## config.mk

```make
export PLATFORM = sky130hd
export DESIGN_NAME = servo_bus_command_framer
export DESIGN_NICKNAME = d
export VERILOG_FILES = /design/src/hw/rtl/sbcf_pkg.sv /design/src/hw/rtl/servo_bus_command_framer.sv /design/src/hw/rtl/sbcf_front.sv /design/src/hw/rtl/sbcf_queue.sv /design/src/hw/rtl/sbcf_back.sv
export VERILOG_INCLUDE_DIRS = /design/src /design/src/hw/rtl
export SDC_FILE = /design/constraint.sdc
export NUM_CORES = 1
export LEC_CHECK = 0
export ABC_AREA = 1
export BUFFER_PORTS_ARGS = -buffer_cell sky130_fd_sc_hd__buf_4
export CORE_ASPECT_RATIO = 1.75
export CORE_MARGIN = 2
export CORE_UTILIZATION = 35
export DETAILED_ROUTE_END_ITERATION = 8
export PLACE_DENSITY_LB_ADDON = 0.1
export SLEW_MARGIN = 20
export SYNTH_ARGS = -nofsm -noshare
export SYNTH_HDL_FRONTEND = slang
export SYNTH_SLANG_ARGS = --single-unit
export TNS_END_PERCENT = 1
```

## constraint.sdc

```tcl
create_clock -name clk -period 5.4 [get_ports clk]
set_input_delay 0.81 -clock clk [delete_from_list [all_inputs] [get_ports clk]]
set_output_delay 0.81 -clock clk [all_outputs]
set_load 0.01 [all_outputs]
```

## src/hw/rtl/assert_macros.svh

```systemverilog
// Assertion macros shared by the RTL that checks itself.
// No dependencies; included by the top level.
`ifndef ASSERT_MACROS_SVH
`define ASSERT_MACROS_SVH

// Condition must never be true while out of reset.
`define ASSERT_NEVER(lbl, clk, rst_n, cond, msg) \
	lbl: assert property (@(posedge clk) disable iff (!rst_n) !(cond)) else $error(msg);

// Trigger in one cycle implies the consequence in the next.
`define ASSERT_NEXT(lbl, clk, rst_n, trig, cons, msg) \
	lbl: assert property (@(posedge clk) disable iff (!rst_n) (trig) |=> (cons)) else $error(msg);

`endif

```

## src/hw/rtl/sbcf_pkg.sv

```systemverilog
// Shared types and constants for the servo bus command framer.
// No dependencies.
package sbcf_pkg;

	localparam int MAX_SERVO_ID_DEF = 4;
	localparam int FQ_DEPTH = 2;

	// Packet byte values
	localparam logic [7:0] HDR0       = 8'h12;
	localparam logic [7:0] HDR1       = 8'h4C;
	localparam logic [7:0] BCAST_ID   = 8'hFF;
	localparam logic [7:0] CODE_PING  = 8'h01;
	localparam logic [7:0] CODE_READ  = 8'h0A;
	localparam logic [7:0] CODE_DAMP  = 8'h09;
	localparam logic [7:0] CODE_ANGLE = 8'h08;
	localparam logic [7:0] LEN_SHORT  = 8'h01;
	localparam logic [7:0] LEN_DAMP   = 8'h03;
	localparam logic [7:0] LEN_ANGLE  = 8'h07;

	// Byte positions inside a packet
	localparam int IDX_W = 4;
	typedef logic [IDX_W-1:0] idx_t;

	localparam idx_t POS_HDR0   = 4'd0;
	localparam idx_t POS_HDR1   = 4'd1;
	localparam idx_t POS_CODE   = 4'd2;
	localparam idx_t POS_LEN    = 4'd3;
	localparam idx_t POS_ID     = 4'd4;
	localparam idx_t POS_PL0    = 4'd5;
	localparam idx_t POS_PL1    = 4'd6;
	localparam idx_t POS_PL2    = 4'd7;
	localparam idx_t POS_PL3    = 4'd8;
	localparam idx_t POS_PL4    = 4'd9;
	localparam idx_t POS_PL5    = 4'd10;
	localparam idx_t LAST_SHORT = 4'd5;
	localparam idx_t LAST_DAMP  = 4'd7;
	localparam idx_t LAST_ANGLE = 4'd11;

	typedef enum logic [1:0] {
		OP_PING,
		OP_READ,
		OP_DAMP,
		OP_ANGLE
	} op_t;

	// Classified command, one queue entry
	typedef struct packed {
		logic [7:0]  code;
		logic [7:0]  len;
		logic [7:0]  id;
		logic [47:0] payload;
		idx_t        last_pos;
	} cmd_t;

	// Queue status toward both ends
	typedef struct packed {
		logic full;
		logic empty;
	} fq_stat_t;

endpackage

```

## src/hw/rtl/servo_bus_command_framer.sv

```systemverilog
// Servo bus command framer: request in, packet bytes out, one byte per cycle while pop is held and commands are queued.
// Path: request registered in the front stage, queued as a descriptor, then each byte registered at the output.
// Packets are 6, 8 or 12 bytes (ping/read, damping, angle), emitted by the byte
// serializer one packet byte per cycle while the output is popped.
// Reset: asynchronous, clears all valid flags, queue pointers and byte position.
// Depends on sbcf_pkg, sbcf_front, sbcf_queue, sbcf_back, assert_macros.svh.
`include "assert_macros.svh"

module servo_bus_command_framer #(
	parameter int MAX_SERVO_ID = sbcf_pkg::MAX_SERVO_ID_DEF
) (
	input  logic               clk,
	input  logic               arst_n,
	input  logic               push,
	output logic               full,
	input  logic [1:0]         operation,
	input  logic [7:0]         servo_id,
	input  logic signed [15:0] target_angle,
	input  logic [15:0]        move_interval,
	input  logic [15:0]        drive_power,
	output logic               empty,
	input  logic               pop,
	output logic [7:0]         tx_byte,
	output logic               last_byte
);
	import sbcf_pkg::*;

	fq_stat_t fq_stat;
	cmd_t     fq_wdata;
	cmd_t     fq_rdata;
	logic     fq_push;
	logic     fq_pop;

	// Request classification
	sbcf_front #(
		.MAX_SERVO_ID(MAX_SERVO_ID)
	) u_front (
		.clk          (clk),
		.arst_n       (arst_n),
		.push         (push),
		.full         (full),
		.operation    (operation),
		.servo_id     (servo_id),
		.target_angle (target_angle),
		.move_interval(move_interval),
		.drive_power  (drive_power),
		.fq_stat      (fq_stat),
		.fq_push      (fq_push),
		.fq_wdata     (fq_wdata)
	);

	// Descriptor queue
	sbcf_queue u_queue (
		.clk    (clk),
		.arst_n (arst_n),
		.wr_en  (fq_push),
		.wr_data(fq_wdata),
		.rd_en  (fq_pop),
		.rd_data(fq_rdata),
		.stat   (fq_stat)
	);

	// Byte serializer
	sbcf_back u_back (
		.clk      (clk),
		.arst_n   (arst_n),
		.cmd      (fq_rdata),
		.fq_stat  (fq_stat),
		.fq_pop   (fq_pop),
		.empty    (empty),
		.pop      (pop),
		.tx_byte  (tx_byte),
		.last_byte(last_byte)
	);

	// Internal checks
	`ASSERT_NEVER(a_fq_overflow, clk, arst_n, fq_push && fq_stat.full, "queue write while full")
	`ASSERT_NEVER(a_fq_underflow, clk, arst_n, fq_pop && fq_stat.empty, "queue read while empty")
	`ASSERT_NEXT(a_hdr_after_last, clk, arst_n, !empty && pop && last_byte, empty || (tx_byte == HDR0), "packet does not start with header")

endmodule

```

## src/hw/rtl/sbcf_front.sv

```systemverilog
// Front end: accepts command requests, classifies them into packet descriptors.
// Depends on sbcf_pkg; feeds sbcf_queue.
module sbcf_front #(
	parameter int MAX_SERVO_ID = sbcf_pkg::MAX_SERVO_ID_DEF
) (
	input  logic               clk,
	input  logic               arst_n,
	input  logic               push,
	output logic               full,
	input  logic [1:0]         operation,
	input  logic [7:0]         servo_id,
	input  logic signed [15:0] target_angle,
	input  logic [15:0]        move_interval,
	input  logic [15:0]        drive_power,
	input  sbcf_pkg::fq_stat_t fq_stat,
	output logic               fq_push,
	output sbcf_pkg::cmd_t     fq_wdata
);
	import sbcf_pkg::*;

	localparam logic [7:0] MAX_ID = 8'(MAX_SERVO_ID);

	logic  valid_s1;
	cmd_t  cmd_s1;
	cmd_t  cmd_nxt;
	logic  accept;
	logic  id_ok;
	logic [7:0] id_pick;

	// Handshake: hold one request while the queue is full
	assign full    = valid_s1 && fq_stat.full;
	assign fq_push = valid_s1 && !fq_stat.full;
	assign accept  = push && !full;
	assign fq_wdata = cmd_s1;

	// Id range check, broadcast outside 1..MAX
	assign id_ok   = (servo_id != 8'd0) && (servo_id <= MAX_ID);
	assign id_pick = id_ok ? servo_id : BCAST_ID;

	// Classify the operation
	always_comb begin
		cmd_nxt = '0;
		case (op_t'(operation))
			OP_PING: begin
				cmd_nxt.code     = CODE_PING;
				cmd_nxt.len      = LEN_SHORT;
				cmd_nxt.id       = id_pick;
				cmd_nxt.last_pos = LAST_SHORT;
			end
			OP_READ: begin
				cmd_nxt.code     = CODE_READ;
				cmd_nxt.len      = LEN_SHORT;
				cmd_nxt.id       = id_pick;
				cmd_nxt.last_pos = LAST_SHORT;
			end
			OP_DAMP: begin
				cmd_nxt.code     = CODE_DAMP;
				cmd_nxt.len      = LEN_DAMP;
				cmd_nxt.id       = servo_id;
				cmd_nxt.payload  = {32'h0, drive_power};
				cmd_nxt.last_pos = LAST_DAMP;
			end
			OP_ANGLE: begin
				cmd_nxt.code     = CODE_ANGLE;
				cmd_nxt.len      = LEN_ANGLE;
				cmd_nxt.id       = id_pick;
				cmd_nxt.payload  = {drive_power, move_interval, target_angle};
				cmd_nxt.last_pos = LAST_ANGLE;
			end
			default: begin
				cmd_nxt = '0;
			end
		endcase
	end

	// Stage valid
	always_ff @(posedge clk or negedge arst_n) begin
		if (!arst_n) begin
			valid_s1 <= 1'b0;
		end else begin
			valid_s1 <= accept || (valid_s1 && !fq_push);
		end
	end

	// Stage payload
	always_ff @(posedge clk) begin
		if (accept) begin
			cmd_s1 <= cmd_nxt;
		end
	end

endmodule

```

## src/hw/rtl/sbcf_queue.sv

```systemverilog
// Short descriptor queue between the front end and the byte serializer.
// Depends on sbcf_pkg.
module sbcf_queue (
	input  logic               clk,
	input  logic               arst_n,
	input  logic               wr_en,
	input  sbcf_pkg::cmd_t     wr_data,
	input  logic               rd_en,
	output sbcf_pkg::cmd_t     rd_data,
	output sbcf_pkg::fq_stat_t stat
);
	import sbcf_pkg::*;

	localparam int PTR_W = (FQ_DEPTH > 1) ? $clog2(FQ_DEPTH) : 1;
	localparam int CNT_W = $clog2(FQ_DEPTH + 1);
	localparam logic [PTR_W-1:0] PTR_LAST = PTR_W'(FQ_DEPTH - 1);

	cmd_t             mem_q [FQ_DEPTH];
	logic [PTR_W-1:0] wr_ptr_q;
	logic [PTR_W-1:0] rd_ptr_q;
	logic [CNT_W-1:0] count_q;

	assign stat.full  = (count_q == CNT_W'(FQ_DEPTH));
	assign stat.empty = (count_q == '0);
	assign rd_data    = mem_q[rd_ptr_q];

	// Storage
	always_ff @(posedge clk) begin
		if (wr_en) begin
			mem_q[wr_ptr_q] <= wr_data;
		end
	end

	// Pointers and fill count
	always_ff @(posedge clk or negedge arst_n) begin
		if (!arst_n) begin
			wr_ptr_q <= '0;
			rd_ptr_q <= '0;
			count_q  <= '0;
		end else begin
			if (wr_en) begin
				wr_ptr_q <= (wr_ptr_q == PTR_LAST) ? '0 : wr_ptr_q + 1'b1;
			end
			if (rd_en) begin
				rd_ptr_q <= (rd_ptr_q == PTR_LAST) ? '0 : rd_ptr_q + 1'b1;
			end
			if (wr_en && !rd_en) begin
				count_q <= count_q + 1'b1;
			end else if (rd_en && !wr_en) begin
				count_q <= count_q - 1'b1;
			end
		end
	end

endmodule

```

## src/hw/rtl/sbcf_back.sv

```systemverilog
// Back end: walks a descriptor byte by byte, keeps the running checksum.
// Depends on sbcf_pkg; reads from sbcf_queue.
module sbcf_back (
	input  logic               clk,
	input  logic               arst_n,
	input  sbcf_pkg::cmd_t     cmd,
	input  sbcf_pkg::fq_stat_t fq_stat,
	output logic               fq_pop,
	output logic               empty,
	input  logic               pop,
	output logic [7:0]         tx_byte,
	output logic               last_byte
);
	import sbcf_pkg::*;

	idx_t       idx_q;
	logic [7:0] sum_q;
	logic       ovalid_q;
	logic [7:0] tx_byte_q;
	logic       last_q;
	logic       advance;
	logic       have;
	logic       at_last;
	logic [7:0] sel;

	assign empty     = !ovalid_q;
	assign tx_byte   = tx_byte_q;
	assign last_byte = last_q;

	// Output register moves when empty or being taken
	assign advance = !ovalid_q || pop;
	assign have    = !fq_stat.empty;
	assign at_last = (idx_q == cmd.last_pos);
	assign fq_pop  = advance && have && at_last;

	// Packet byte at the current position
	always_comb begin
		case (idx_q)
			POS_HDR0: sel = HDR0;
			POS_HDR1: sel = HDR1;
			POS_CODE: sel = cmd.code;
			POS_LEN:  sel = cmd.len;
			POS_ID:   sel = cmd.id;
			POS_PL0:  sel = cmd.payload[7:0];
			POS_PL1:  sel = cmd.payload[15:8];
			POS_PL2:  sel = cmd.payload[23:16];
			POS_PL3:  sel = cmd.payload[31:24];
			POS_PL4:  sel = cmd.payload[39:32];
			POS_PL5:  sel = cmd.payload[47:40];
			default:  sel = 8'h00;
		endcase
	end

	// Position, checksum and output valid
	always_ff @(posedge clk or negedge arst_n) begin
		if (!arst_n) begin
			idx_q    <= '0;
			sum_q    <= '0;
			ovalid_q <= 1'b0;
		end else if (advance) begin
			ovalid_q <= have;
			if (have) begin
				if (at_last) begin
					idx_q <= '0;
					sum_q <= '0;
				end else begin
					idx_q <= idx_q + 1'b1;
					sum_q <= sum_q + sel;
				end
			end
		end
	end

	// Output data
	always_ff @(posedge clk) begin
		if (advance && have) begin
			tx_byte_q <= at_last ? sum_q : sel;
			last_q    <= at_last;
		end
	end

endmodule

```

==> impl_summary.log <==
INFO  metric least_margin_pin_slew = 0.9395 ns
INFO  metric route.final.wire_length = 21150 um
INFO  metric cts.sinks = 213
INFO  metric clock-skew-final = between 0.01 and 0.015 ns
INFO  metric critPathLaunchType = flop
INFO  metric tritoncts_clock_tree = built
INFO  metric h-tree-depth = 1
INFO  metric pre_cts_ws = 2.257 ns
INFO  metric area_growth_syn_to_layout = 17.39%
INFO  metric postLayoutCoreUtil = 0.4159
INFO  metric gp_routability_congestion = 0.8734
INFO  metric clock_buffer_count_from_cts = 21
INFO  metric initial_antenna_violation_count = 0
INFO  metric via_count_normalized_by_instance_count = 4.772
INFO  metric dp_hpwl = 14480 um
INFO  metric clk_pin_slew = 0.06 ns
INFO  metric cts_hold_repair.buffers = 0
INFO  metric slowest_delay = approximately 0.58 ns
INFO  metric worst_path_max_delay_cell = sky130_fd_sc_hd__buf_4
INFO  metric finalCriticalPeriod = 3.141 ns
INFO  metric first_global_vias = 5821
INFO  metric drtIter0Drc = 364
INFO  metric global_route.overflow_total = 0
INFO  metric synth_top_flop_cell = sky130_fd_sc_hd__edfxtp_1
INFO  metric post_cts_buffers = 0
INFO  metric floorplan.initialDensity = 0.3543
INFO  metric cellPowerDensity = between 500 and 600 mW/mm^2
INFO  metric yosysUniqueCellTypes = 39
INFO  metric port_buffers = 72
INFO  metric fp.dieArea = 0.02690 mm^2
INFO  metric die-width = approximately 120 um
INFO  metric worst_vdd_drop = 0.2334 mV
INFO  metric clock_insertion_delay_worst_skew = between 0.4 and 0.5 ns
INFO  metric final_layout_size_suffix_gt1_frac = 0.1756
INFO  metric grt_setup_unrepaired = no
INFO  metric relSlewSlack = 0.3722
INFO  metric setup_viol = 0
INFO  metric report.final.slew_viol_count = 0
INFO  metric maximum_number_of_pins_on_one_net_before_global_route_repair = 65
INFO  metric synthesis.instances = 767
INFO  metric avgRoutedWirePerCell = 17.99 um
INFO  metric min_period_over_period = 0.5817
INFO  metric hold_class = input pin to async pin
INFO  metric antenna_violating_nets_post_route = 0
INFO  metric core.rowCount = 77
INFO  metric boundaryPins = 73
INFO  metric startpoint_of_the_worst_register_to_register_path = u_queue.rd_ptr_q$_DFFE_PN0P_
INFO  metric first_pass_grt_wire_length = about 32000 um
INFO  metric antenna-diode-count = 0
INFO  metric timing.setup.tns = 0 ns
INFO  metric leakage = approximately 4.3 nW
INFO  metric worst_slack = between 2 and 2.5 ns
INFO  metric worstPathRequired = 5.77 ns
INFO  metric maxCapViolations = 0
INFO  metric reg2reg_depth = 10
INFO  metric critical_path.endpoint_type = flop
INFO  metric drt_pass1_iterations = 5
INFO  metric fillers = 2445
INFO  metric yosysWarningCount = 0
INFO  metric setup.reg_to_reg.worst_slack = 2.26 ns
INFO  metric grt_util_all_layers = 0.1556
INFO  metric post-route-drc-count = 0
INFO  metric net_total_in_the_final_layout = around 920
INFO  metric mappedNetlistArea = 0.008944 mm^2
INFO  metric status = completed
INFO  metric core_area = 0.02524 mm^2
INFO  metric place_inst = approximately 1100
INFO  metric fp.dieH = 215.5 um
INFO  metric cp_data_arrival_time = 3.51 ns
INFO  metric crit_path_cell_trace = buf_4 -> mux2_2 -> a21oi_1 -> nand3_1 -> ha_1 -> fa_1 -> nand4_1 -> o211ai_1 -> xnor2_1 -> o22ai_1
INFO  metric ys_async_sr_fraction = 0.08451
INFO  metric synth.avg_cell_area = 11.66 um^2
INFO  metric cp_max_fo = 64
INFO  metric route.vias.total = approximately 5600
INFO  metric synth_enable_flop_cells = roughly 200
INFO  metric syn_nets = 842
INFO  metric highest_clock_frequency_the_design_can_meet = 0.3184 GHz
INFO  metric clockBufferDepth = 3
INFO  metric finalHoldViolations = 0
INFO  metric ys_seq_elements = 213
INFO  metric root_buffer_cell = sky130_fd_sc_hd__clkbuf_16
INFO  metric ys_seq_area_frac = 0.7051
INFO  metric final_cell_count_no_fill = 1176
INFO  metric regToRegEndpoint = u_back.sum_q[6]$_DFFE_PN0P_
INFO  metric timing_worst_setup_path_type = flop to flop
INFO  metric postCtsResizedCells = 0
-- worst max-delay path: cells and delay by family, from the launching register on --
family,cells,cell delay (ns)
AOI/OAI and AO/OA,3,0.47
xor gates and xnor gates,1,0.15
adders and majority gates,2,0.69
buffers and inverters,1,0.58
DFF,1,0.36
muxes,1,0.42
and+or+nand+nor,2,0.29
-- registers in the layout, indices dropped and copies added (netlist names) --
signal and flops:
u_queue.mem_q 124, u_front.fq_wdata 62, u_back.sum_q 8, u_back.tx_byte 8, u_back.idx_q 4, u_queue.count_q 2, u_back.last_byte 1, u_back.ovalid_q 1
u_front.valid_s1 1, u_queue.rd_ptr_q 1, u_queue.wr_ptr_q 1
-- kinds of logic (layout without fill, tap and decap cells) --
kind of cell	after synthesis	in the layout	share of synthesized area
AOI/OAI and AO/OA	86	86	0.05540
buffers and inverters	105	198	0.05176
adders and majority gates	13	13	0.01903
and+or+nand+nor	336	336	0.1544
DFF	213	213	0.7051
xor gates and xnor gates	12	12	0.01175
muxes	2	2	0.002518
-- cell usage after synthesis, types with 2 or more instances --
| master | count | area, um^2 |
|---|---|---|
| sky130_fd_sc_hd__nor2_2 | 3 | 18.77 |
| sky130_fd_sc_hd__xnor2_1 | 6 | 52.55 |
| sky130_fd_sc_hd__o21ai_2 | 7 | 61.31 |
| sky130_fd_sc_hd__or2_1 | 3 | 18.77 |
| sky130_fd_sc_hd__buf_6 | 7 | 78.83 |
| sky130_fd_sc_hd__nand2_2 | 2 | 12.51 |
| sky130_fd_sc_hd__clkbuf_1 | 5 | 18.77 |
| sky130_fd_sc_hd__o21ai_0 | 24 | 120.1 |
| sky130_fd_sc_hd__nand4_1 | 6 | 37.54 |
| sky130_fd_sc_hd__o22ai_1 | 4 | 25.02 |
| sky130_fd_sc_hd__mux2_2 | 2 | 22.52 |
| sky130_fd_sc_hd__nand3_2 | 4 | 40.04 |
| sky130_fd_sc_hd__buf_2 | 7 | 35.03 |
| sky130_fd_sc_hd__inv_2 | 10 | 37.54 |
| sky130_fd_sc_hd__a21oi_1 | 45 | 225.2 |
| sky130_fd_sc_hd__ha_1 | 12 | 150.1 |
| sky130_fd_sc_hd__buf_4 | 2 | 15.01 |
| sky130_fd_sc_hd__inv_1 | 72 | 270.3 |
| sky130_fd_sc_hd__dfrtp_1 | 18 | 450.4 |
| sky130_fd_sc_hd__nand2_1 | 234 | 878.3 |
| sky130_fd_sc_hd__nor3_1 | 10 | 50.05 |
| sky130_fd_sc_hd__nor2_1 | 51 | 191.4 |
| sky130_fd_sc_hd__or2_2 | 2 | 12.51 |
| sky130_fd_sc_hd__nand3_1 | 17 | 85.08 |
| sky130_fd_sc_hd__xor2_1 | 6 | 52.55 |
| sky130_fd_sc_hd__edfxtp_1 | 195 | 5856 |
-- placed cells by master (no fill, tap or decap), drive strengths merged --
cell type    n
o21ai       32
nand2      237
a211oi       1
edfxtp     195
clkbuf      25
clkinvlp     2
nand3b       1
o211ai       1
dfrtp       18
nor2        55
a21o         1
buf         79
nor3        10
o31ai        1
or2          6
o41ai        1
o22ai        4
fa           1
clkinv       7
nand3       21
bufinv       3
xnor2        6
xor2         6
ha          12
a21oi       45
mux2         2
inv         82
nand4        6
-- per-layer routing --
metal,share of wire,global-route usage,vias up
met1,0.37,0.1687,2726
met4,0.035,0.05963,0
li1,-,-,2721
met5,0,0,-
met2,0.55,0.3031,126
met3,0.039,0.02008,39
-- cell type report --
type	count	area, um^2	area share
flip-flops and latches	213	6307	0.6008
multi-input cells	449	2193	0.2089
repair buffers	79	593.1	0.05649
clock buffers	25	560.5	0.05339
well taps	316	395.4	0.03766
inverters	83	311.5	0.02967
clock inverters	11	137.6	0.01311
-- through the flow --
step / total power, mW / instance area [um^2] / hold slack (ns)
after floorplan: 4.084 / 8944 / 0.4215
after global placement: 4.672 / 9801 / 0.4232
after detailed placement: 4.718 / 9801 / 0.4298
after CTS: 6.217 / 10500 / 0.1872
after global routing: 6.531 / 10500 / 0.1962
final: 6.135 / 10500 / 0.1916
-- where the power goes --
group / total (mW) / internal, mW / switching, mW / leakage (nW)
Clock: 1.49 / 0.885 / 0.608 / 0.340
Sequential: 2.63 / 2.45 / 0.183 / 2.07
Combinational: 2.01 / 0.633 / 1.38 / 1.86
-- how the worst max path moves through the flow --
stage,end,from
2_1_floorplan,u_queue.mem_q[1][10]$_DFFE_PP_,u_queue.count_q[0]$_DFFE_PN0P_
3_3_place_gp,u_back.sum_q[6]$_DFFE_PN0P_,u_queue.rd_ptr_q$_DFFE_PN0P_
3_5_place_dp,u_back.sum_q[6]$_DFFE_PN0P_,u_queue.rd_ptr_q$_DFFE_PN0P_
4_1_cts,u_back.sum_q[6]$_DFFE_PN0P_,u_queue.rd_ptr_q$_DFFE_PN0P_
5_1_grt,u_back.sum_q[7]$_DFFE_PN0P_,u_queue.rd_ptr_q$_DFFE_PN0P_
6_report,u_back.sum_q[6]$_DFFE_PN0P_,u_queue.rd_ptr_q$_DFFE_PN0P_
No activity file was read; power rests on OpenSTA's default activity.
